==> src/hdl/eni_pkg.sv <==
// eni_pkg: shared widths, opcodes and divider handshake types
// for the envelope node interpolator; no dependencies
`timescale 1ns / 1ps

package eni_pkg;

	localparam int DEF_MAX_NODES = 25;

	localparam int TICK_W  = 16;
	localparam int VAL_W   = 8;
	localparam int IDX_W   = 5;
	localparam int COUNT_W = 5;
	localparam int NODE_W  = TICK_W + VAL_W;
	localparam int PROD_W  = TICK_W + VAL_W;

	localparam logic OP_WRITE = 1'b0;
	localparam logic OP_EVAL  = 1'b1;

	typedef struct packed {
		logic              start;
		logic [PROD_W-1:0] dividend;
		logic [TICK_W-1:0] divisor;
	} div_req_t;

	typedef struct packed {
		logic              done;
		logic [PROD_W-1:0] quotient;
	} div_rsp_t;

endpackage

==> src/hdl/eni_ram.sv <==
// eni_ram: generic single write port, single read port ram with registered read
// no dependencies
`timescale 1ns / 1ps

module eni_ram #(
	parameter int WIDTH = 24,
	parameter int DEPTH = 25,
	localparam int AW = (DEPTH > 1) ? $clog2(DEPTH) : 1
) (
	input  logic             clk,
	input  logic             we,
	input  logic [AW-1:0]    waddr,
	input  logic [WIDTH-1:0] wdata,
	input  logic             re,
	input  logic [AW-1:0]    raddr,
	output logic [WIDTH-1:0] rdata
);

	logic [WIDTH-1:0] mem_q [DEPTH];
	logic [WIDTH-1:0] rdata_q;

	always_ff @(posedge clk) begin
		if (we) begin
			mem_q[waddr] <= wdata;
		end
		if (re) begin
			rdata_q <= mem_q[raddr];
		end
	end

	assign rdata = rdata_q;

endmodule

==> src/hdl/eni_div.sv <==
// eni_div: iterative restoring divider, one quotient bit per cycle
// depends on eni_pkg (widths, div_req_t, div_rsp_t)
`timescale 1ns / 1ps

module eni_div
	import eni_pkg::*;
(
	input  logic     clk,
	input  logic     arst_n,
	input  div_req_t req,
	output div_rsp_t rsp
);

	localparam int CNT_W = $clog2(PROD_W);

	typedef enum logic {
		D_IDLE,
		D_RUN
	} div_state_t;

	div_state_t        state_q;
	logic [CNT_W-1:0]  cnt_q;
	logic [TICK_W-1:0] rem_q;
	logic [TICK_W-1:0] den_q;
	logic [PROD_W-1:0] quo_q;
	logic              done_q;

	logic [TICK_W:0]   trial;
	logic              fits;
	logic [TICK_W-1:0] rem_nx;

	// shift in next dividend bit and try the subtraction
	always_comb begin
		trial  = {rem_q, quo_q[PROD_W-1]};
		fits   = trial >= {1'b0, den_q};
		rem_nx = fits ? TICK_W'(trial - {1'b0, den_q}) : trial[TICK_W-1:0];
	end

	always_ff @(posedge clk or negedge arst_n) begin
		if (!arst_n) begin
			state_q <= D_IDLE;
			cnt_q   <= '0;
			done_q  <= 1'b0;
			rem_q   <= '0;
			den_q   <= '0;
			quo_q   <= '0;
		end else begin
			done_q <= 1'b0;
			unique case (state_q)
				D_IDLE: begin
					if (req.start) begin
						rem_q   <= '0;
						den_q   <= req.divisor;
						quo_q   <= req.dividend;
						cnt_q   <= '0;
						state_q <= D_RUN;
					end
				end
				D_RUN: begin
					rem_q <= rem_nx;
					quo_q <= {quo_q[PROD_W-2:0], fits};
					cnt_q <= cnt_q + 1'b1;
					if (cnt_q == CNT_W'(PROD_W - 1)) begin
						state_q <= D_IDLE;
						done_q  <= 1'b1;
					end
				end
				default: begin
					state_q <= D_IDLE;
				end
			endcase
		end
	end

	assign rsp.done     = done_q;
	assign rsp.quotient = quo_q;

	a_done_after_run: assert property (@(posedge clk) disable iff (!arst_n)
		rsp.done |-> $past(state_q == D_RUN))
		else $error("divider done without a run");

	a_no_restart: assert property (@(posedge clk) disable iff (!arst_n)
		state_q == D_RUN |-> !req.start)
		else $error("divider started while running");

	a_rem_bound: assert property (@(posedge clk) disable iff (!arst_n)
		state_q == D_RUN |-> rem_q < den_q)
		else $error("partial remainder not below divisor");

endmodule

==> src/hdl/envelope_node_interpolator_unit.sv <==
// envelope_node_interpolator_unit: top level, node table, scan sequencer,
// shared multiply and divide; depends on eni_pkg, eni_ram, eni_div
`timescale 1ns / 1ps

// channel  | direction | handshake                    | word
// ---------+-----------+------------------------------+----------------------------------
// command  | in        | start high and busy low      | opcode, node_index, node_tick,
//          |           |                              | node_value, current_tick
// result   | out       | done strobe, one cycle       | envelope_value
// config   | in        | cfg_valid and cfg_ready high | cfg_data (node count)
//
// a write word gives no result; busy stays low
// an evaluate word reads up to n nodes (1 <= n <= MAX_NODES), each one through
// the registered ram port in S_RD then S_CMP: a direct hit gives that node's value,
// an interpolation adds the multiply and the bit-serial divider
// busy is high from accept until the result strobe; reset clears the sequencer and
// the node count, the table itself holds rubbish until written
// the receiver cannot stall: done is a single-cycle strobe
module envelope_node_interpolator_unit
	import eni_pkg::*;
#(
	parameter int MAX_NODES = DEF_MAX_NODES
) (
	input  logic               clk,
	input  logic               arst_n,
	input  logic               start,
	output logic               busy,
	input  logic               opcode,
	input  logic [IDX_W-1:0]   node_index,
	input  logic [TICK_W-1:0]  node_tick,
	input  logic [VAL_W-1:0]   node_value,
	input  logic [TICK_W-1:0]  current_tick,
	output logic               done,
	output logic [VAL_W-1:0]   envelope_value,
	input  logic               cfg_valid,
	output logic               cfg_ready,
	input  logic [COUNT_W-1:0] cfg_data
);

	localparam int AW = $clog2(MAX_NODES);

	typedef enum logic [2:0] {
		S_IDLE,
		S_RD,
		S_CMP,
		S_MUL,
		S_DGO,
		S_DIV
	} seq_state_t;

	seq_state_t         state_q;
	logic [COUNT_W-1:0] node_count_q;
	logic [AW-1:0]      pt_q;
	logic [AW-1:0]      limit_q;
	logic [TICK_W-1:0]  tick_q;
	logic [TICK_W-1:0]  prev_tick_q;
	logic [VAL_W-1:0]   prev_val_q;
	logic [TICK_W-1:0]  dt_q;
	logic [TICK_W-1:0]  span_q;
	logic [VAL_W-1:0]   mag_q;
	logic               neg_q;
	logic [PROD_W-1:0]  prod_q;
	logic               done_q;
	logic [VAL_W-1:0]   result_q;

	logic               accept;
	logic               wr_en;
	logic [AW-1:0]      limit_d;
	logic [NODE_W-1:0]  rd_data;
	logic [TICK_W-1:0]  rd_tick;
	logic [VAL_W-1:0]   rd_val;
	logic [VAL_W:0]     dv;
	logic [VAL_W-1:0]   q8;
	div_req_t           div_req;
	div_rsp_t           div_rsp;

	// configuration: always ready; writes must only arrive while idle, the block does not enforce it
	assign cfg_ready = 1'b1;

	always_ff @(posedge clk or negedge arst_n) begin
		if (!arst_n) begin
			node_count_q <= '0;
		end else if (cfg_valid && cfg_ready) begin
			node_count_q <= cfg_data;
		end
	end

	assign busy   = (state_q != S_IDLE);
	assign accept = start && !busy;

	// a node write goes straight into the table; out-of-range indices are dropped
	assign wr_en = accept && (opcode == OP_WRITE) && (32'(node_index) < MAX_NODES);

	// last node the scan may land on: count of zero acts as one, large counts saturate
	always_comb begin
		if (node_count_q == '0) begin
			limit_d = '0;
		end else if (32'(node_count_q) > MAX_NODES) begin
			limit_d = AW'(MAX_NODES - 1);
		end else begin
			limit_d = AW'(node_count_q - 1'b1);
		end
	end

	eni_ram #(
		.WIDTH (NODE_W),
		.DEPTH (MAX_NODES)
	) u_table (
		.clk   (clk),
		.we    (wr_en),
		.waddr (AW'(node_index)),
		.wdata ({node_tick, node_value}),
		.re    (state_q == S_RD),
		.raddr (pt_q),
		.rdata (rd_data)
	);

	assign rd_tick = rd_data[NODE_W-1:VAL_W];
	assign rd_val  = rd_data[VAL_W-1:0];

	// signed value step of the segment in two's complement, later kept as sign and magnitude
	assign dv = {1'b0, rd_val} - {1'b0, prev_val_q};

	assign div_req.start    = (state_q == S_DGO);
	assign div_req.dividend = prod_q;
	assign div_req.divisor  = span_q;

	eni_div u_div (
		.clk    (clk),
		.arst_n (arst_n),
		.req    (div_req),
		.rsp    (div_rsp)
	);

	// only the low byte of the quotient reaches the wrapped result
	assign q8 = div_rsp.quotient[VAL_W-1:0];

	always_ff @(posedge clk or negedge arst_n) begin
		if (!arst_n) begin
			state_q     <= S_IDLE;
			done_q      <= 1'b0;
			pt_q        <= '0;
			limit_q     <= '0;
			tick_q      <= '0;
			prev_tick_q <= '0;
			prev_val_q  <= '0;
			dt_q        <= '0;
			span_q      <= '0;
			mag_q       <= '0;
			neg_q       <= 1'b0;
			prod_q      <= '0;
			result_q    <= '0;
		end else begin
			done_q <= 1'b0;
			unique case (state_q)
				S_IDLE: begin
					if (accept && (opcode == OP_EVAL)) begin
						tick_q      <= current_tick;
						limit_q     <= limit_d;
						pt_q        <= '0;
						// the segment before node 0 starts at tick 0, value 0
						prev_tick_q <= '0;
						prev_val_q  <= '0;
						state_q     <= S_RD;
					end
				end
				S_RD: begin
					state_q <= S_CMP;
				end
				S_CMP: begin
					if ((pt_q < limit_q) && (tick_q > rd_tick)) begin
						// not there yet: this node becomes the segment start
						prev_tick_q <= rd_tick;
						prev_val_q  <= rd_val;
						pt_q        <= pt_q + 1'b1;
						state_q     <= S_RD;
					end else if (tick_q >= rd_tick) begin
						result_q <= rd_val;
						done_q   <= 1'b1;
						state_q  <= S_IDLE;
					end else if ((rd_tick > prev_tick_q) && (tick_q > prev_tick_q)) begin
						dt_q    <= tick_q - prev_tick_q;
						span_q  <= rd_tick - prev_tick_q;
						neg_q   <= dv[VAL_W];
						mag_q   <= dv[VAL_W] ? VAL_W'(-dv) : dv[VAL_W-1:0];
						state_q <= S_MUL;
					end else begin
						// degenerate segment: hold the start value
						result_q <= prev_val_q;
						done_q   <= 1'b1;
						state_q  <= S_IDLE;
					end
				end
				S_MUL: begin
					prod_q  <= {{VAL_W{1'b0}}, dt_q} * {{TICK_W{1'b0}}, mag_q};
					state_q <= S_DGO;
				end
				S_DGO: begin
					state_q <= S_DIV;
				end
				S_DIV: begin
					if (div_rsp.done) begin
						// truncation toward zero: divide the magnitude, then apply the sign
						result_q <= neg_q ? (prev_val_q - q8) : (prev_val_q + q8);
						done_q   <= 1'b1;
						state_q  <= S_IDLE;
					end
				end
				default: begin
					state_q <= S_IDLE;
				end
			endcase
		end
	end

	assign done           = done_q;
	assign envelope_value = result_q;

	a_done_from_work: assert property (@(posedge clk) disable iff (!arst_n)
		done |-> $past(busy))
		else $error("result strobe without an evaluation in flight");

	a_div_result: assert property (@(posedge clk) disable iff (!arst_n)
		(state_q == S_DIV) && div_rsp.done |=> done && !busy)
		else $error("divider result not delivered");

	a_scan_bound: assert property (@(posedge clk) disable iff (!arst_n)
		busy |-> pt_q <= limit_q)
		else $error("node scan ran past the node count");

	a_scan_start: assert property (@(posedge clk) disable iff (!arst_n)
		$rose(busy) |-> (pt_q == '0) && (state_q == S_RD))
		else $error("scan did not start at node zero");

	a_div_span: assert property (@(posedge clk) disable iff (!arst_n)
		div_req.start |-> span_q != '0)
		else $error("divide by a zero-length segment");

endmodule
==> config.mk <==
export PLATFORM = sky130hd
export DESIGN_NAME = envelope_node_interpolator_unit
export DESIGN_NICKNAME = d
export VERILOG_FILES = /design/src/hdl/eni_pkg.sv /design/src/hdl/eni_ram.sv /design/src/hdl/eni_div.sv /design/src/hdl/envelope_node_interpolator_unit.sv
export SDC_FILE = /design/constraint.sdc
export NUM_CORES = 1
export LEC_CHECK = 0
export ABC_CLOCK_PERIOD_IN_PS = 10100
export BUFFER_PORTS_ARGS = -buffer_cell sky130_fd_sc_hd__buf_2
export CORE_ASPECT_RATIO = 0.7
export CORE_MARGIN = 4
export CORE_UTILIZATION = 62
export CTS_BUF_LIST = sky130_fd_sc_hd__clkbuf_8
export CTS_CLUSTER_SIZE = 16
export DETAILED_ROUTE_END_ITERATION = 8
export PLACE_DENSITY = 0.79
export SLEW_MARGIN = 5
export SYNTH_ARGS = -nofsm -noshare
export SYNTH_HDL_FRONTEND = slang
export SYNTH_HIERARCHICAL = 1
export SYNTH_SLANG_ARGS = --single-unit
==> constraint.sdc <==
create_clock -name clk -period 10.1 [get_ports clk]
set_input_delay 0 -clock clk [delete_from_list [all_inputs] [get_ports clk]]
set_output_delay 0 -clock clk [all_outputs]
set_load 0.03 [all_outputs]
==> results of run 1 <==
## placed cells by master, fill, tap and decap left out, types with 33 or more instances in the layout
| cell type | synthesis | layout |
|---|---|---|
| dlygate4sd3_1 | 0 | 82 |
| o21ai_0 | 159 | 159 |
| clkinv_1 | 1 | 39 |
| nor2_1 | 95 | 69 |
| xnor2_1 | 41 | 41 |
| buf_4 | 16 | 47 |
| edfxtp_1 | 624 | 624 |
| a21oi_1 | 87 | 86 |
| ha_1 | 133 | 133 |
| mux4_2 | 77 | 77 |
| clkbuf_8 | 0 | 125 |
| inv_1 | 197 | 229 |
| nand2_1 | 279 | 279 |
| dfrtp_1 | 195 | 191 |
| fa_1 | 89 | 89 |
| buf_2 | 24 | 63 |
| mux2i_1 | 160 | 160 |
| and2_1 | 113 | 113 |
| a22oi_1 | 55 | 55 |
| xor2_1 | 33 | 33 |
| nand3_1 | 55 | 55 |
## worst paths after layout
| check | endpoint | depth (start not counted) |
|---|---|---|
| setup / recovery | prod_q[23] | 16 |
| hold / removal | tick_q[7] | 4 |
| setup reg to reg | prod_q[23] | 16 |
| hold reg to reg | prev_tick_q[13] | 2 |
| max in group asynchronous | pt_q[0] | 4 |
| min in group asynchronous | u_div/quo_q[23] | 3 |
## metrics by stage
step / utilization (%) / power, mW / cell area [um2] / hold WS (ps) / std cells
2_1_floorplan: - / 8.82 / 39700 / -296 / 2924
3_3_place_gp: 64.6 / 10.3 / 40800 / 191 / 3735
3_5_place_dp: 64.6 / 10.5 / 40800 / 200 / 3735
4_1_cts: 69.5 / 13.1 / 43900 / 6.46 / 4032
5_1_grt: 69.5 / 14.1 / 43900 / 36.0 / 4032
6_report: 69.5 / 13.2 / 43900 / 50.9 / 4032
## timing repair
| action | CTS | global route |
|---|---|---|
| hold buffers | 83 | 0 |
| hold endpoints to repair | 748 | 0 |
| setup buffers | 0 | 0 |
## power breakdown
group | switching (mW) | leakage (nW) | total (mW) | internal (mW)
clock network | 1.25 | 1.26 | 2.51 | 1.26
registers | 0.471 | 8.11 | 4.52 | 4.05
logic | 3.73 | 7.22 | 6.19 | 2.46
total | 5.45 | 16.6 | 13.2 | 7.77
## area by class of cell
cell class / count / area share, %
Clock buffer: 124 / 3.89
Clock inverter: 90 / 1.18
Inverter: 198 / 1.69
Multi-Input combinational cell: 1778 / 33.6
Sequential cell: 819 / 53.8
Tap cell: 829 / 2.36
Timing Repair Buffer: 194 / 3.48
## kinds of logic (layout without fill, tap and decap cells)
kind of cell             after synthesis  count (layout)  synth area share, %
XOR/XNOR                              74              74                 1.63
buffers and inverters                327             606                 3.49
other                                  1               1              0.00946
adder cells (fa/ha/maj)              222             222                 8.69
flip-flops                           819             819                 59.6
AO/OA/AOI/OAI                        534             534                 9.01
AND/OR/NAND/NOR                      687             687                 8.47
multiplexers                         260             260                 9.13
## metal layers
| metal | global-route usage (%) | vias to the layer above |
|---|---|---|
| met1 | 45.4 | 12600 |
| li1 | - | 11100 |
| met2 | 40.9 | 1399 |
| met3 | 9.38 | 170 |
| met5 | 0 | - |
| met4 | 7.83 | 0 |
## flip-flops by register name, indices dropped and copies added, names as in the netlist, 3 cells and up
| register | cells |
|---|---|
| u_table/mem_q | 600 |
| prod_q | 24 |
| u_div/quo_q | 24 |
| u_table/rdata | 24 |
| dt_q | 16 |
| prev_tick_q | 16 |
| span_q | 16 |
| tick_q | 16 |
| u_div/den_q | 16 |
| u_div/rem_q | 16 |
| envelope_value | 8 |
| mag_q | 8 |
| prev_val_q | 8 |
| limit_q | 5 |
| node_count_q | 5 |
| pt_q | 5 |
| u_div/cnt_q | 5 |
| state_q | 3 |
## worst max-delay path: cells and delay by family, from the launching register on
kind	cells	cell delay [ps]
adder cells (fa/ha/maj)	5	2260
flip-flops	1	750
buffers and inverters	2	90
AO/OA/AOI/OAI	5	1190
AND/OR/NAND/NOR	4	1000
==> metrics.md, run 1 <==
| Metric | Value |
|---|---|
| Core footprint | roughly 63000 um2 |
| ANT cells | 0 |
| Starting Density | 62.7% |
| DR WL met2 | around 40000 um |
| Multi-input logic area | 14700 um2 |
| Peak VDD IR | about 0.2 mV |
| Iteration-0 DRC count of the detailed router | 3115 |
| Reg2Reg Setup Slack | 4760 ps |
| Via/cell ratio | 6.28 |
| Residual DRC | 0 |
| RSZ-0062 raised after global routing | no |
| Crit path DAT | 6030 ps |
| IO Pins | 66 |
| Sequential share of the synthesized area | 59.6% |
| Pleak | 16.6 nW |
| Max_cap viols | 0 |
| Clk root buf | clkbuf_8 |
| Syn Area/Cell | 13.6 um2 |
| Area Growth Syn to Fin | 10.7% |
| Tcrit/Tclk final | 52.9% |
| DIE AREA | 68100 um2 |
| Clock Skews | 27.1 ps |
| Gr usage total | 29.5% |
| Yosys reg bits | 819 |
| Register area | 23600 um2 |
| Clk Latency, worst-skew pair | 740 ps |
| F_max | 0.187 GHz |
| Syn_nets | 3201 |
| # nets final | between 3000 and 4000 |
| Hold crit path type | input port to register |
| Worst Setup SP | mag_q[3] |
| Clk sinks | about 820 |
| Final Worst Setup Slack | 4760 ps |
| Final Critical Period | 5340 ps |
| M1 WL | 42500 um |
| Worst r2r src | mag_q[3] |
| Most frequent cell after synthesis | edfxtp_1 |
| Slew HR | 15.0% |
| Die Height | between 200 and 250 um |
| Largest net degree at the start of global routing | 101 |
| Max stage delay on crit path | approximately 750 ps |
| Vias in the first global route | 25000 |
| Ys Warns | 6 |
| HPWL Detailed | 62600 um |
| Final setup TNS | 0 ps |
| Critical Path Most Common Cell | fa_1 |
| Critical-path maximum fanout | 17 |
| Highest routed layer | met4 |
| CTS Buffer Depth | 3 |
| GR Overflow Total | 0 |
| Setup-failing EPs final | 0 |
| Cells after synthesis | about 3000 |
| Synth area leader | edfxtp_1 |
| DR pass1 iterations | 8 |
| H-tree levels | 3 |
| FFs w/ async S/R, synth | a little under a quarter |
| Number of CTS-inserted buffers | 117 |
| Top cell type's share of synthesized area | 47.3% |
| Die outline width | 310 um |
| Std-Cell Rows | between 70 and 80 |
| Hold Violations, Final | 0 |
| Wire length per cell | 24.2 um |
| DRT Wirelength | 97600 um |
| Max Slew Vio Count | 0 |
| Crit path capture type | register |
| Pwr dens | between 300 and 400 nW/um2 |
| Worst Min Path Start | current_tick[7] |
| Crit path launch type | register |
| Top post-synthesis cells by area | edfxtp_1, dfrtp_1, fa_1 |
| GP Congestion | 0.907 |
| Filler cells | 4178 |
| Pre-CTS setup slack | 4840 ps |
| Antenna-violating nets left | 0 |
| Via count | 25300 |
| WS Path Type | register to register |
| # resized after CTS | 0 |
| Ys flop type | edfxtp_1 |
| Worst-Margin Slew | ~1300 ps |
| Port bufs | 64 |
| Status | complete, no violations |
| Unique masters post-synth | 90 |
| First-pass GRT wire length | 150000 um |
| CTS clk-pin slew, worst paths | 80 ps |
| Initial antenna violation count | 0 |
| Critical-path top delay cell | dfrtp_1 |
| Synth Cell Area | between 30000 and 40000 um2 |
| Worst Path Required | 10790 ps |
| Wire length on met3 | 12600 um |
| Crit path cell chain | and2_1 -> fa_1 -> fa_1 -> fa_1 -> inv_1 -> fa_1 -> inv_1 -> ha_1 -> a21oi_1 -> nor3b_1 -> a211oi_1 -> o31ai_1 -> a21oi_1 -> o2111a_1 -> nor4b_1 -> nand3b_1 |
| Synth top cells by count | edfxtp_1, nand2_1, inv_1 |
| CTS tree | built |
| Share of cells above drive strength 1 | between 10% and 20% |
| Post-synth EDFFs | 624 |
(Power assumes the default switching activity.)
==> run 2: changes to the inputs <==
--- a/config.mk
+++ b/config.mk
@@ -5,7 +5,7 @@
 export SDC_FILE = /design/constraint.sdc
 export NUM_CORES = 1
 export LEC_CHECK = 0
-export ABC_CLOCK_PERIOD_IN_PS = 10100
+export ABC_CLOCK_PERIOD_IN_PS = 5550
 export BUFFER_PORTS_ARGS = -buffer_cell sky130_fd_sc_hd__buf_2
 export CORE_ASPECT_RATIO = 0.7
 export CORE_MARGIN = 4
==> constraint.sdc (replaced) <==
create_clock -name clk -period 5.55 [get_ports clk]
set_input_delay 0 -clock clk [delete_from_list [all_inputs] [get_ports clk]]
set_output_delay 0 -clock clk [all_outputs]
set_load 0.03 [all_outputs]
==> run 2 against run 1 <==
  * Maximum frequency increased by 2.3%
  * Critical endpoint unchanged
  * Global-route usage decreased by 0.091 points
  * Wire length decreased by 0.23%
==> metrics.md, run 2 (synthesis results as in run 1) <==
| Metric | Value |
|---|---|
| Status | complete, no violations |
| Initial antenna violation count | 3 |
| Peak VDD IR | between 0.3 and 0.4 mV |
| Share of cells above drive strength 1 | 13.8% |
| Core footprint | 63200 um2 |
| RSZ-0062 raised after global routing | no |
| Max FFs per register | 600 |
| Finished Layout Cells | between 4000 and 5000 |
| Multi-input logic area | 14800 um2 |
| Worst-Margin Slew | 1350 ps |
| Worst Min Path Start | current_tick[6] |
| Std-Cell Rows | 77 |
| Hold Violations, Final | 0 |
| Antenna-violating nets left | 0 |
| Worst r2r src | mag_q[3] |
| Final setup TNS | 0 ps |
| Area Growth Syn to Fin | 10.5% |
| Largest net degree at the start of global routing | between 100 and 150 |
| Most frequent cells in the layout | edfxtp_1, nand2_1, inv_1 |
| Iteration-0 DRC count of the detailed router | ~3100 |
| F_max | 0.191 GHz |
| Die outline width | 310 um |
| CTS clk-pin slew, worst paths | 60 ps |
| Reg with most FFs | u_table/mem_q |
| Worst Path Required | about 6200 ps |
| Max_cap viols | 0 |
| Clk root buf | clkbuf_8 |
| Starting Density | 62.7% |
| Clock Skews | roughly 30 ps |
| Vias in the first global route | 25000 |
| Worst Setup SP | mag_q[3] |
| IO Pins | 66 |
| Pleak | 16.6 nW |
| Reg2Reg Setup Slack | 320 ps |
| Crit path launch type | register |
| Reg2reg path depth | 16 |
| Crit path DAT | 5900 ps |
| Clk sinks | 819 |
| Most common cell after layout, fill and taps aside | edfxtp_1 |
| Port bufs | 64 |
| CTS tree | built |
| Gr usage total | 29.4% |
| Register area | 23600 um2 |
| Tot Pwr | 23.7 mW |
| Tcrit/Tclk final | a little over nine tenths |
| Die Height | 220 um |
| Number of CTS-inserted buffers | around 120 |
| Wire length per cell | roughly 24 um |
| Setup-failing EPs final | 0 |
| Via count | 25300 |
| Inst Count DP | 3736 |
| Max Slew Vio Count | 0 |
| Crit path capture type | register |
| DRT Wirelength | 97400 um |
| Slew HR | about a tenth |
| Hold Path Depth | 4 |
| DP Area | 40900 um2 |
| HPWL Detailed | 63400 um |
| First-pass GRT wire length | 151000 um |
| Hold crit path type | input port to register |
| CTS Buffer Depth | 3 |
| Layout Utilization | 69.3% |
| Final Critical Period | around 5200 ps |
| Via/cell ratio | about 6.3 |
| DR pass1 iterations | 6 |
| GP Congestion | 0.926 |
| Pwr dens | about 540 nW/um2 |
| Worst r2r dst | prod_q[23] |
| Filler cells | about 4200 |
| H-tree levels | 3 |
| Residual DRC | 0 |
| DIE AREA | a little under 70000 um2 |
| # resized after CTS | 0 |
| Clk Latency, worst-skew pair | 750 ps |
| # nets final | between 3000 and 4000 |
| WS Path Type | register to register |
| Final non-filler cell area | 43800 um2 |
| Hold path endpoint | tick_q[6] |
| Critical-path maximum fanout | 17 |
| GR Overflow Total | 0 |
[run 2: where the power goes]
| group | total, mW | switching, mW | internal, mW |
|---|---|---|---|
| sequential | 8.23 | 0.869 | 7.36 |
| clock | 4.33 | 2.28 | 2.05 |
| combinational | 11.2 | 6.70 | 4.48 |
| total | 23.7 | 9.85 | 13.9 |
[run 2: stage by stage]
stage	hold WS (ps)	setup slack, ps
2_1_floorplan	-296	834
3_3_place_gp	153	497
3_5_place_dp	166	382
4_1_cts	11.3	375
5_1_grt	26.7	46.8
6_report	39.8	323
[run 2: worst max-delay path, cell delays in order, from the launching register on]
cell and delay (ps):
dfrtp_1 710, and2_1 240, fa_1 450, fa_1 510, fa_1 490, inv_1 50, fa_1 480, inv_1 40
ha_1 320, a21oi_1 210, nor3b_1 350, a211oi_1 170, o31ai_1 330, a21oi_1 150, o2111a_1 280, nor4b_1 230
nand3b_1 140
[run 2: per-layer routing]
metal  GRT usage, %  wire length, um  up-vias
met5              0                0        -
li1               -                -    11100
met3           6.76            11500      153
met4           7.10             1850        0
met2           40.8            40700     1424
met1           47.3            43300    12600
[run 2: how the worst max path moves through the flow]
stage / slack, ps / depth (start not counted) / to
after global placement: 500 / 16 / prod_q[23]
after CTS: 370 / 16 / prod_q[23]
after global routing: 50 / 16 / prod_q[23]
final: 320 / 16 / prod_q[23]
after detailed placement: 380 / 16 / prod_q[23]
after floorplan: 830 / 17 / prod_q[23]
[run 2: what timing repair did]
item	in CTS	in global routing
hold buffers	78	0
hold endpoints to repair	762	0
buffers inserted	0	0
[run 2: area by class of cell]
cell class                 instances  area share, %
sequential                       819           53.9
tap                              829           2.37
clock buffer                     122           3.83
timing repair buffer             190           3.45
inverter                         198           1.70
antenna                            1        0.00571
multi-input combinational       1778           33.7
clock inverter                    94          0.985
